<file path="src/hw/rtl/spq_pkg.sv">
// Package for the stable priority queue: codes, payload types and defaults.
// Used by the channel interfaces, the queue cell and the top level.
package spq_pkg;

    localparam int QUEUE_DEPTH_DEF = 32;
    localparam int REC_W           = 16;
    localparam int LVL_W           = 2;

    typedef logic [REC_W-1:0] rec_t;
    typedef logic [LVL_W-1:0] lvl_t;

    localparam lvl_t LVL_MAX = lvl_t'(2);

    typedef enum logic [1:0] {
        MODE_ENQ      = 2'd0,
        MODE_DEQ      = 2'd1,
        MODE_LIST_ALL = 2'd2,
        MODE_LIST_LVL = 2'd3
    } mode_t;

    typedef enum logic [1:0] {
        ST_OK    = 2'd0,
        ST_EMPTY = 2'd1,
        ST_FULL  = 2'd2
    } status_t;

    typedef enum logic [1:0] {
        OP_HOLD   = 2'd0,
        OP_INSERT = 2'd1,
        OP_SHIFT  = 2'd2,
        OP_ROTATE = 2'd3
    } cell_op_t;

    typedef enum logic {
        FSM_IDLE = 1'b0,
        FSM_LIST = 1'b1
    } fsm_t;

    typedef struct packed {
        cell_op_t op;
        rec_t     rec;
        lvl_t     lvl;
    } spq_cmd_t;

endpackage

</file>
<file path="src/hw/rtl/spq_if.sv">
// Valid/ready channel interfaces for request and response items.
// Depends on spq_pkg for the payload types.
interface spq_req_if;
    logic              valid;
    logic              ready;
    logic [1:0]        mode;
    spq_pkg::rec_t     record_number;
    spq_pkg::lvl_t     priority_req;

    modport source (output valid, output mode, output record_number, output priority_req,
                    input ready);
    modport sink   (input valid, input mode, input record_number, input priority_req,
                    output ready);
endinterface

interface spq_rsp_if;
    logic              valid;
    logic              ready;
    logic [1:0]        status;
    spq_pkg::rec_t     out_record_number;
    spq_pkg::lvl_t     out_priority;
    logic              last;

    modport source (output valid, output status, output out_record_number,
                    output out_priority, output last, input ready);
    modport sink   (input valid, input status, input out_record_number,
                    input out_priority, input last, output ready);
endinterface

</file>
<file path="src/hw/rtl/spq_cell.sv">
// One slot of the sorted chain: holds an entry and moves it with its neighbors.
// Depends on spq_pkg for the command struct and payload types.
module spq_cell (
    input  logic              clk,
    input  spq_pkg::spq_cmd_t cmd,
    input  logic              occ,
    input  logic              tail,
    input  logic              prev_ge,
    input  spq_pkg::rec_t     prev_rec,
    input  spq_pkg::lvl_t     prev_lvl,
    input  spq_pkg::rec_t     next_rec,
    input  spq_pkg::lvl_t     next_lvl,
    input  spq_pkg::rec_t     head_rec,
    input  spq_pkg::lvl_t     head_lvl,
    output logic              ge,
    output spq_pkg::rec_t     rec,
    output spq_pkg::lvl_t     lvl
);

    spq_pkg::rec_t rec_reg, rec_next;
    spq_pkg::lvl_t lvl_reg, lvl_next;

    assign ge  = occ && (lvl_reg >= cmd.lvl);
    assign rec = rec_reg;
    assign lvl = lvl_reg;

    always_comb
    begin
        rec_next = rec_reg;
        lvl_next = lvl_reg;
        unique case (cmd.op)
            spq_pkg::OP_HOLD:
            begin
                rec_next = rec_reg;
                lvl_next = lvl_reg;
            end
            spq_pkg::OP_INSERT:
            begin
                if (!ge)
                begin
                    if (prev_ge)
                    begin
                        rec_next = cmd.rec;
                        lvl_next = cmd.lvl;
                    end
                    else
                    begin
                        rec_next = prev_rec;
                        lvl_next = prev_lvl;
                    end
                end
            end
            spq_pkg::OP_SHIFT:
            begin
                rec_next = next_rec;
                lvl_next = next_lvl;
            end
            spq_pkg::OP_ROTATE:
            begin
                if (tail)
                begin
                    rec_next = head_rec;
                    lvl_next = head_lvl;
                end
                else
                begin
                    rec_next = next_rec;
                    lvl_next = next_lvl;
                end
            end
            default:
            begin
                rec_next = rec_reg;
                lvl_next = lvl_reg;
            end
        endcase
    end

    always_ff @(posedge clk)
    begin
        rec_reg <= rec_next;
        lvl_reg <= lvl_next;
    end

endmodule

</file>
<file path="src/hw/rtl/stable_priority_queue.sv">
// Top level of the stable three-level priority queue: control and cell chain.
// Depends on spq_pkg, spq_if (spq_req_if, spq_rsp_if) and spq_cell.
//
//  channel  dir  fields
//  req      in   mode, record_number, priority_req
//  rsp      out  status, out_record_number, out_priority, last
//
// On enqueue and dequeue the cell chain inserts or shifts in the accept cycle
// and the result lands in the output register.
// During a listing the chain rotates one entry per cycle past the head while the
// response is not stalled, and one matching entry is held back to mark the final result.
// Reset empties the queue at once; cell contents are not cleared.
// A stalled response holds the chain and blocks new requests.
module stable_priority_queue #(
    parameter int QUEUE_DEPTH = spq_pkg::QUEUE_DEPTH_DEF
) (
    input  logic       clk,
    input  logic       rst_n,
    spq_req_if.sink    req,
    spq_rsp_if.source  rsp
);

    localparam int CNT_W = $clog2(QUEUE_DEPTH + 1);

    spq_pkg::fsm_t     state_reg, state_next;
    logic [CNT_W-1:0]  count_reg, count_next;
    logic [CNT_W-1:0]  idx_reg, idx_next;
    logic              pend_valid_reg, pend_valid_next;
    spq_pkg::rec_t     pend_rec_reg, pend_rec_next;
    spq_pkg::lvl_t     pend_lvl_reg, pend_lvl_next;
    logic              list_all_reg, list_all_next;
    spq_pkg::lvl_t     list_lvl_reg, list_lvl_next;
    logic              out_valid_reg, out_valid_next;
    spq_pkg::status_t  out_status_reg, out_status_next;
    spq_pkg::rec_t     out_rec_reg, out_rec_next;
    spq_pkg::lvl_t     out_lvl_reg, out_lvl_next;
    logic              out_last_reg, out_last_next;

    spq_pkg::spq_cmd_t cmd;
    spq_pkg::lvl_t     req_lvl_sat;
    logic              out_free;
    logic              accept;
    logic              full;
    logic              match;

    spq_pkg::rec_t     rec_w [QUEUE_DEPTH];
    spq_pkg::lvl_t     lvl_w [QUEUE_DEPTH];
    logic              ge_w  [QUEUE_DEPTH];

    assign out_free    = !out_valid_reg || rsp.ready;
    assign req.ready   = (state_reg == spq_pkg::FSM_IDLE) && out_free;
    assign accept      = req.valid && req.ready;
    assign full        = (count_reg == CNT_W'(QUEUE_DEPTH));
    assign req_lvl_sat = (req.priority_req > spq_pkg::LVL_MAX) ? spq_pkg::LVL_MAX
                                                               : req.priority_req;
    assign match       = list_all_reg || (lvl_w[0] == list_lvl_reg);

    assign rsp.valid             = out_valid_reg;
    assign rsp.status            = out_status_reg;
    assign rsp.out_record_number = out_rec_reg;
    assign rsp.out_priority      = out_lvl_reg;
    assign rsp.last              = out_last_reg;

    generate
        for (genvar i = 0; i < QUEUE_DEPTH; i++)
        begin : g_cell
            logic          prev_ge;
            spq_pkg::rec_t prev_rec;
            spq_pkg::lvl_t prev_lvl;
            spq_pkg::rec_t next_rec;
            spq_pkg::lvl_t next_lvl;

            if (i == 0)
            begin : g_first
                assign prev_ge  = 1'b1;
                assign prev_rec = cmd.rec;
                assign prev_lvl = cmd.lvl;
            end
            else
            begin : g_mid
                assign prev_ge  = ge_w[i-1];
                assign prev_rec = rec_w[i-1];
                assign prev_lvl = lvl_w[i-1];
            end

            if (i == QUEUE_DEPTH - 1)
            begin : g_last
                assign next_rec = rec_w[i];
                assign next_lvl = lvl_w[i];
            end
            else
            begin : g_inner
                assign next_rec = rec_w[i+1];
                assign next_lvl = lvl_w[i+1];
            end

            spq_cell u_cell (
                .clk      (clk),
                .cmd      (cmd),
                .occ      (count_reg > CNT_W'(i)),
                .tail     (count_reg == CNT_W'(i + 1)),
                .prev_ge  (prev_ge),
                .prev_rec (prev_rec),
                .prev_lvl (prev_lvl),
                .next_rec (next_rec),
                .next_lvl (next_lvl),
                .head_rec (rec_w[0]),
                .head_lvl (lvl_w[0]),
                .ge       (ge_w[i]),
                .rec      (rec_w[i]),
                .lvl      (lvl_w[i])
            );
        end
    endgenerate

    always_comb
    begin
        state_next      = state_reg;
        count_next      = count_reg;
        idx_next        = idx_reg;
        pend_valid_next = pend_valid_reg;
        pend_rec_next   = pend_rec_reg;
        pend_lvl_next   = pend_lvl_reg;
        list_all_next   = list_all_reg;
        list_lvl_next   = list_lvl_reg;
        out_valid_next  = out_valid_reg && !rsp.ready;
        out_status_next = out_status_reg;
        out_rec_next    = out_rec_reg;
        out_lvl_next    = out_lvl_reg;
        out_last_next   = out_last_reg;
        cmd.op          = spq_pkg::OP_HOLD;
        cmd.rec         = req.record_number;
        cmd.lvl         = req_lvl_sat;

        unique case (state_reg)
            spq_pkg::FSM_IDLE:
            begin
                if (accept)
                begin
                    unique case (spq_pkg::mode_t'(req.mode)) inside
                        spq_pkg::MODE_ENQ:
                        begin
                            out_valid_next = 1'b1;
                            out_last_next  = 1'b1;
                            if (full)
                            begin
                                out_status_next = spq_pkg::ST_FULL;
                                out_rec_next    = '0;
                                out_lvl_next    = '0;
                            end
                            else
                            begin
                                cmd.op          = spq_pkg::OP_INSERT;
                                count_next      = count_reg + 1'b1;
                                out_status_next = spq_pkg::ST_OK;
                                out_rec_next    = req.record_number;
                                out_lvl_next    = req_lvl_sat;
                            end
                        end
                        spq_pkg::MODE_DEQ:
                        begin
                            out_valid_next = 1'b1;
                            out_last_next  = 1'b1;
                            if (count_reg == '0)
                            begin
                                out_status_next = spq_pkg::ST_EMPTY;
                                out_rec_next    = '0;
                                out_lvl_next    = '0;
                            end
                            else
                            begin
                                cmd.op          = spq_pkg::OP_SHIFT;
                                count_next      = count_reg - 1'b1;
                                out_status_next = spq_pkg::ST_OK;
                                out_rec_next    = rec_w[0];
                                out_lvl_next    = lvl_w[0];
                            end
                        end
                        spq_pkg::MODE_LIST_ALL, spq_pkg::MODE_LIST_LVL:
                        begin
                            state_next      = spq_pkg::FSM_LIST;
                            idx_next        = '0;
                            pend_valid_next = 1'b0;
                            list_all_next   = (req.mode == spq_pkg::MODE_LIST_ALL);
                            list_lvl_next   = req.priority_req;
                        end
                        default:
                        begin
                            state_next = spq_pkg::FSM_IDLE;
                        end
                    endcase
                end
            end
            spq_pkg::FSM_LIST:
            begin
                if (out_free)
                begin
                    if (idx_reg == count_reg)
                    begin
                        state_next     = spq_pkg::FSM_IDLE;
                        out_valid_next = 1'b1;
                        out_last_next  = 1'b1;
                        if (pend_valid_reg)
                        begin
                            out_status_next = spq_pkg::ST_OK;
                            out_rec_next    = pend_rec_reg;
                            out_lvl_next    = pend_lvl_reg;
                        end
                        else
                        begin
                            out_status_next = spq_pkg::ST_EMPTY;
                            out_rec_next    = '0;
                            out_lvl_next    = '0;
                        end
                    end
                    else
                    begin
                        cmd.op   = spq_pkg::OP_ROTATE;
                        idx_next = idx_reg + 1'b1;
                        if (match)
                        begin
                            pend_valid_next = 1'b1;
                            pend_rec_next   = rec_w[0];
                            pend_lvl_next   = lvl_w[0];
                            if (pend_valid_reg)
                            begin
                                out_valid_next  = 1'b1;
                                out_last_next   = 1'b0;
                                out_status_next = spq_pkg::ST_OK;
                                out_rec_next    = pend_rec_reg;
                                out_lvl_next    = pend_lvl_reg;
                            end
                        end
                    end
                end
            end
            default:
            begin
                state_next = spq_pkg::FSM_IDLE;
            end
        endcase
    end

    always_ff @(posedge clk or negedge rst_n)
    begin
        if (!rst_n)
        begin
            state_reg      <= spq_pkg::FSM_IDLE;
            count_reg      <= '0;
            idx_reg        <= '0;
            pend_valid_reg <= 1'b0;
            out_valid_reg  <= 1'b0;
        end
        else
        begin
            state_reg      <= state_next;
            count_reg      <= count_next;
            idx_reg        <= idx_next;
            pend_valid_reg <= pend_valid_next;
            out_valid_reg  <= out_valid_next;
        end
    end

    always_ff @(posedge clk)
    begin
        pend_rec_reg   <= pend_rec_next;
        pend_lvl_reg   <= pend_lvl_next;
        list_all_reg   <= list_all_next;
        list_lvl_reg   <= list_lvl_next;
        out_status_reg <= out_status_next;
        out_rec_reg    <= out_rec_next;
        out_lvl_reg    <= out_lvl_next;
        out_last_reg   <= out_last_next;
    end

    a_count_bound: assert property (@(posedge clk) disable iff (!rst_n)
        count_reg <= CNT_W'(QUEUE_DEPTH))
        else $error("entry count above queue depth");

    a_list_blocks: assert property (@(posedge clk) disable iff (!rst_n)
        (state_reg == spq_pkg::FSM_LIST) |-> !req.ready)
        else $error("request taken during listing");

    a_idx_bound: assert property (@(posedge clk) disable iff (!rst_n)
        (state_reg == spq_pkg::FSM_LIST) |-> (idx_reg <= count_reg))
        else $error("listing index past entry count");

    a_enq_count: assert property (@(posedge clk) disable iff (!rst_n)
        (accept && (req.mode == spq_pkg::MODE_ENQ) && !full)
        |=> (count_reg == $past(count_reg) + 1'b1))
        else $error("enqueue did not grow the queue");

endmodule
</file>
<file path="src/flat_wrapper.sv">
// flat-port wrapper written by rule: the top's interface ports become plain ports
module stable_priority_queue_flat 
#(
    parameter int QUEUE_DEPTH = spq_pkg::QUEUE_DEPTH_DEF
)
  (clk, rst_n, req_valid, req_mode, req_record_number, req_priority_req, req_ready, rsp_valid, rsp_status, rsp_out_record_number, rsp_out_priority, rsp_last, rsp_ready);
  spq_req_if req_i ();
  spq_rsp_if rsp_i ();
  input  logic clk;
  input  logic rst_n;
  input wire logic [$bits(req_i.valid)-1:0] req_valid;
  input wire logic [$bits(req_i.mode)-1:0] req_mode;
  input wire logic [$bits(req_i.record_number)-1:0] req_record_number;
  input wire logic [$bits(req_i.priority_req)-1:0] req_priority_req;
  output wire logic [$bits(req_i.ready)-1:0] req_ready;
  output wire logic [$bits(rsp_i.valid)-1:0] rsp_valid;
  output wire logic [$bits(rsp_i.status)-1:0] rsp_status;
  output wire logic [$bits(rsp_i.out_record_number)-1:0] rsp_out_record_number;
  output wire logic [$bits(rsp_i.out_priority)-1:0] rsp_out_priority;
  output wire logic [$bits(rsp_i.last)-1:0] rsp_last;
  input wire logic [$bits(rsp_i.ready)-1:0] rsp_ready;
  assign req_i.valid = req_valid;
  assign req_i.mode = req_mode;
  assign req_i.record_number = req_record_number;
  assign req_i.priority_req = req_priority_req;
  assign req_ready = req_i.ready;
  assign rsp_valid = rsp_i.valid;
  assign rsp_status = rsp_i.status;
  assign rsp_out_record_number = rsp_i.out_record_number;
  assign rsp_out_priority = rsp_i.out_priority;
  assign rsp_last = rsp_i.last;
  assign rsp_i.ready = rsp_ready;
  stable_priority_queue #(.QUEUE_DEPTH(QUEUE_DEPTH)) u_core (.clk(clk), .rst_n(rst_n), .req(req_i), .rsp(rsp_i));
endmodule
</file>
<file path="config.mk">
export PLATFORM = sky130hd
export DESIGN_NAME = stable_priority_queue_flat
export DESIGN_NICKNAME = d
export VERILOG_FILES = /design/src/hw/rtl/spq_pkg.sv /design/src/hw/rtl/spq_if.sv /design/src/hw/rtl/spq_cell.sv /design/src/hw/rtl/stable_priority_queue.sv /design/src/flat_wrapper.sv
export SDC_FILE = /design/constraint.sdc
export NUM_CORES = 2
export LEC_CHECK = 0
export BUFFER_PORTS_ARGS = -buffer_cell sky130_fd_sc_hd__buf_2
export CAP_MARGIN = 20
export CORE_MARGIN = 10
export CORE_UTILIZATION = 32
export DETAILED_ROUTE_END_ITERATION = 6
export PLACE_DENSITY = 0.46
export SLEW_MARGIN = 5
export SYNTH_ARGS = -nofsm -noshare
export SYNTH_HDL_FRONTEND = slang
export SYNTH_SLANG_ARGS = --single-unit
</file>
<file path="constraint.sdc">
create_clock -name clk -period 4.6 [get_ports clk]
set_input_delay 0.46 -clock clk [delete_from_list [all_inputs] [get_ports clk]]
set_output_delay 0.46 -clock clk [all_outputs]
set_load 0.1 [all_outputs]
</file>
==> run_results.csv <==
group,metric,value,unit
run_status,status,"complete, no violations",
hold_path,hp-start,"req_priority_req[0]",
floorplan,num_rows,125,
power,p_total,39.9,mW
power,ir_worst_vdd,0.432,mV
sta,finClkSkew,0.0174,ns
synth,syn-mean-instance-area,11.6,µm²
layout,layout.nets,3233,
layout,final_core_util,35.7,%
hold_path,hold_class,"input port to register",
layout,largest_reg_flops,512,
synth,synth_top_family_by_area,"compound AO/OA/AOI/OAI gates",
layout,area_growth,10.6,%
grt,use_met3,3.14,%
sta,fin_crit_sh,78.3,%
power,pwr-share-seq,36.0,%
synth,yosys-top-cells-area,"edfxtp_1 49%, mux2i_1 14%, a221o_1 14%, nor2_1 5.7%, ha_1 2.3%",
synth,synth_edf_count,618,
worst_setup_path,worstReg2RegStart,"u_core.state_reg$_DFF_PN0_",
cts,clk_pin_slew,0.06,ns
synth,synth_compound_area_share,18.0,%
cts,ctsResizeCount,0,
worst_setup_path,end_kind,"register",
routing,ant_nets,0,
worst_setup_path,crit_required,4.98,ns
place,dpl_cell_area,39100,µm²
grt,overflow,0,
grt,grt_antenna_before_repair,3,
routing,finalWirelength,131000,µm
synth,syn-instance-count,3243,
cts,cts_tree,"yes",
synth,yosys.area.top_type,"edfxtp_1",
routing,drc_errors,0,
synth,synthMuxAreaShare,14.2,%
cts,cts_buffers,76,
routing,dr.pass1.iters,5,
worst_setup_path,crit_path_start_kind,"register",
cts,hold_buffers,1,
grt,grt_pass1_vias,28100,
sta,relSlewSlack,19.2,%
cts,clock_latency,0.64,ns
synth,synth_adder_area_share,2.30,%
synth,ys_ff_latch,633,
layout,fin_area,41500,µm²
synth,synth_top_area_share,49.5,%
sta,rsz0062_at_grt,"no",
cts,clkSinkCount,633,
worst_setup_path,crit_arrival,3.98,ns
floorplan,initial_core_util,32.2,%
grt,grt_busiest_layer,"met2",
synth,synth_xor_area_share,0.420,%
layout,drive_above_1_share,11.6,%
sta,worst_slew_pin_slew,1.21,ns
synth,ys_warn_count,0,
grt,grt_start_max_net_pins,110,
synth,synth_ff_type,"edfxtp_1",
worst_setup_path,crit_start,"u_core.state_reg$_DFF_PN0_",
routing,vias_per_cell,5.99,
cts,cts-htree-levels,3,
routing,wire_per_inst,27.8,µm
floorplan,core_area,116000,µm²
worst_setup_path,path_class,"register to register",
floorplan,dieHeight,362,µm
worst_setup_path,crit_fanout,29,
grt,use_met1,27.8,%
sta,period_minus_slack,3.60,ns
flow_run,max_cap_violations,0,
grt,track_usage,19.2,%
cts,post-cts-setup-buffer-count,0,
place,hpwl,86600,µm
power,netSwitchingFraction,43.4,%
power,clock_power_share,14.6,%
sta,setup_viol,0,
cts,root_buffer,"clkbuf_16",
power,leakage,16.0,nW
cts,max-clock-path-buffers,3,
floorplan,dieWidth,362,µm
sta,timing.fmax,278,MHz
sta,drv_slew,0,
synth,ys_seq_area_share,50.5,%
power,power.net_switching,17.3,mW
grt,met2_usage,29.5,%
power,p_int,22.6,mW
synth,async_flop_share,2.37,%
place,port_buffers,46,
synth,synthSimpleGateAreaFrac,9.46,%
synth,syn-num-nets,3336,
power,comb_power_share,49.4,%
routing,drt-initial-drc-count,2831,
grt,grt_pass1_wl,195000,µm
power,power.density,962,nW/µm²
sta,hold_violations,0,
floorplan,die_area,131000,µm²
floorplan,io_pins,47,
synth,yosysUniqueCellTypes,56,
routing,vias,28300,
place,gp_congestion,0.813,
synth,syn_area,37500,µm²
## power groups by stage
stage	Combinational, mW	Sequential (mW)	Clock, mW
6_report	19.7	14.4	5.81
5_1_grt	21.3	14.6	6.16
4_1_cts	19.6	14.3	5.92
3_5_place_dp	19.5	14.4	0
3_3_place_gp	19.1	14.4	0
2_1_floorplan	14.2	13.5	0
## cell type report
class | instances | area (µm²)
clock buffers | 107 | 2130
diodes | 1 | 2.50
fillers | 11500 | 74800
multi-input cells | 2198 | 16800
repair buffers | 172 | 1330
well taps | 1524 | 1910
inverters | 59 | 221
flip-flops and latches | 633 | 18900
clock inverters | 31 | 193
## per-stage QoR
| stage | setup TNS, ns | cells | setup WS (ns) | hold slack (ns) |
|---|---|---|---|---|
| 2_1_floorplan | -22.37 | 3243 | -0.171 | 0.164 |
| 3_3_place_gp | 0 | 4578 | 0.980 | 0.395 |
| 3_5_place_dp | 0 | 4581 | 1.04 | 0.400 |
| 4_1_cts | 0 | 4720 | 1.02 | 0.101 |
| 5_1_grt | 0 | 4725 | 0.835 | 0.130 |
| 6_report | 0 | 4725 | 0.998 | 0.150 |
## kinds of logic (layout without fill, tap and decap cells)
logic type,Yosys count,in the layout
adders and majority gates,69,69
and+or+nand+nor,823,823
muxes,534,534
DFF,633,633
other,0,1
buffers and inverters,412,369
AOI/OAI and AO/OA,754,754
xor gates and xnor gates,18,18
## synth_stat cells (13+ instances only)
cell type,instances
a21oi_1,83
a221o_1,520
a22oi_1,18
buf_1,24
buf_2,131
buf_4,30
clkbuf_1,158
dfrtp_1,15
edfxtp_1,618
ha_1,69
inv_1,59
mux2i_1,534
nand2_1,121
nand2b_1,38
nor2_1,566
nor2_2,26
nor2b_1,18
o21ai_0,63
o21ai_2,15
o221ai_1,18
xor2_1,13
## layout by cell type, fill, tap and decap left out, types with 4 or more instances in the layout
| cell type | synthesis | final |
|---|---|---|
| o21ai_0 | 63 | 33 |
| nor2_1 | 566 | 563 |
| edfxtp_1 | 618 | 618 |
| buf_4 | 30 | 112 |
| a21oi_1 | 83 | 67 |
| nor2b_1 | 18 | 17 |
| clkinv_1 | 0 | 16 |
| xor2_1 | 13 | 13 |
| xnor2_1 | 5 | 5 |
| a221o_1 | 520 | 520 |
| and2b_1 | 8 | 8 |
| o21ai_1 | 0 | 30 |
| o221ai_1 | 18 | 18 |
| nand4_1 | 4 | 4 |
| nand2_1 | 121 | 120 |
| buf_2 | 131 | 46 |
| inv_1 | 59 | 59 |
| nand3_1 | 5 | 4 |
| o21ai_4 | 10 | 10 |
| a22oi_1 | 18 | 18 |
| o21ai_2 | 15 | 15 |
| clkbuf_1 | 158 | 25 |
| buf_12 | 2 | 8 |
| clkbuf_16 | 0 | 81 |
| nor3_1 | 9 | 5 |
| nor3_2 | 7 | 11 |
| a21oi_2 | 0 | 16 |
| clkinv_2 | 0 | 10 |
| nor3_4 | 7 | 7 |
| dfrtp_1 | 15 | 15 |
| nor2_2 | 26 | 28 |
| ha_1 | 69 | 69 |
| mux2i_1 | 534 | 534 |
| nand2b_1 | 38 | 38 |
## worst max-delay path, stage by stage (launching register included)
cell      delay [ns]
dfrtp_1         0.76
nand2b_1        0.35
nor3_1          0.63
nand3b_4        0.41
a211oi_2        0.48
nor2_2          0.26
a221o_1         0.43
## routing by layer
metal	wire [µm]	share of wire [%]
met1	61400	47
met2	58600	45
met3	8700	6.6
met4	2610	2.0
met5	0	0
## path summary, 6_finish.rpt
check / end / slack (ns) / cells past startpoint
worst max register to register: u_core.g_cell[13].u_cell.rec[0]$_DFFE_PP_ / 1.0 / 6
worst min-delay path: u_core.list_lvl_reg[0]$_DFFE_PP_ / 0.15 / 1
min in group asynchronous: u_core.rsp.valid$_DFF_PN0_ / 0.28 / 2
worst min register to register: u_core.rsp.out_record_number[15]$_DFFE_PP_ / 0.53 / 2
worst max-delay path: u_core.g_cell[13].u_cell.rec[0]$_DFFE_PP_ / 1.0 / 6
max in group asynchronous: u_core.idx_reg[1]$_DFFE_PN0P_ / 4.03 / 2
(Power assumes the default switching activity.)
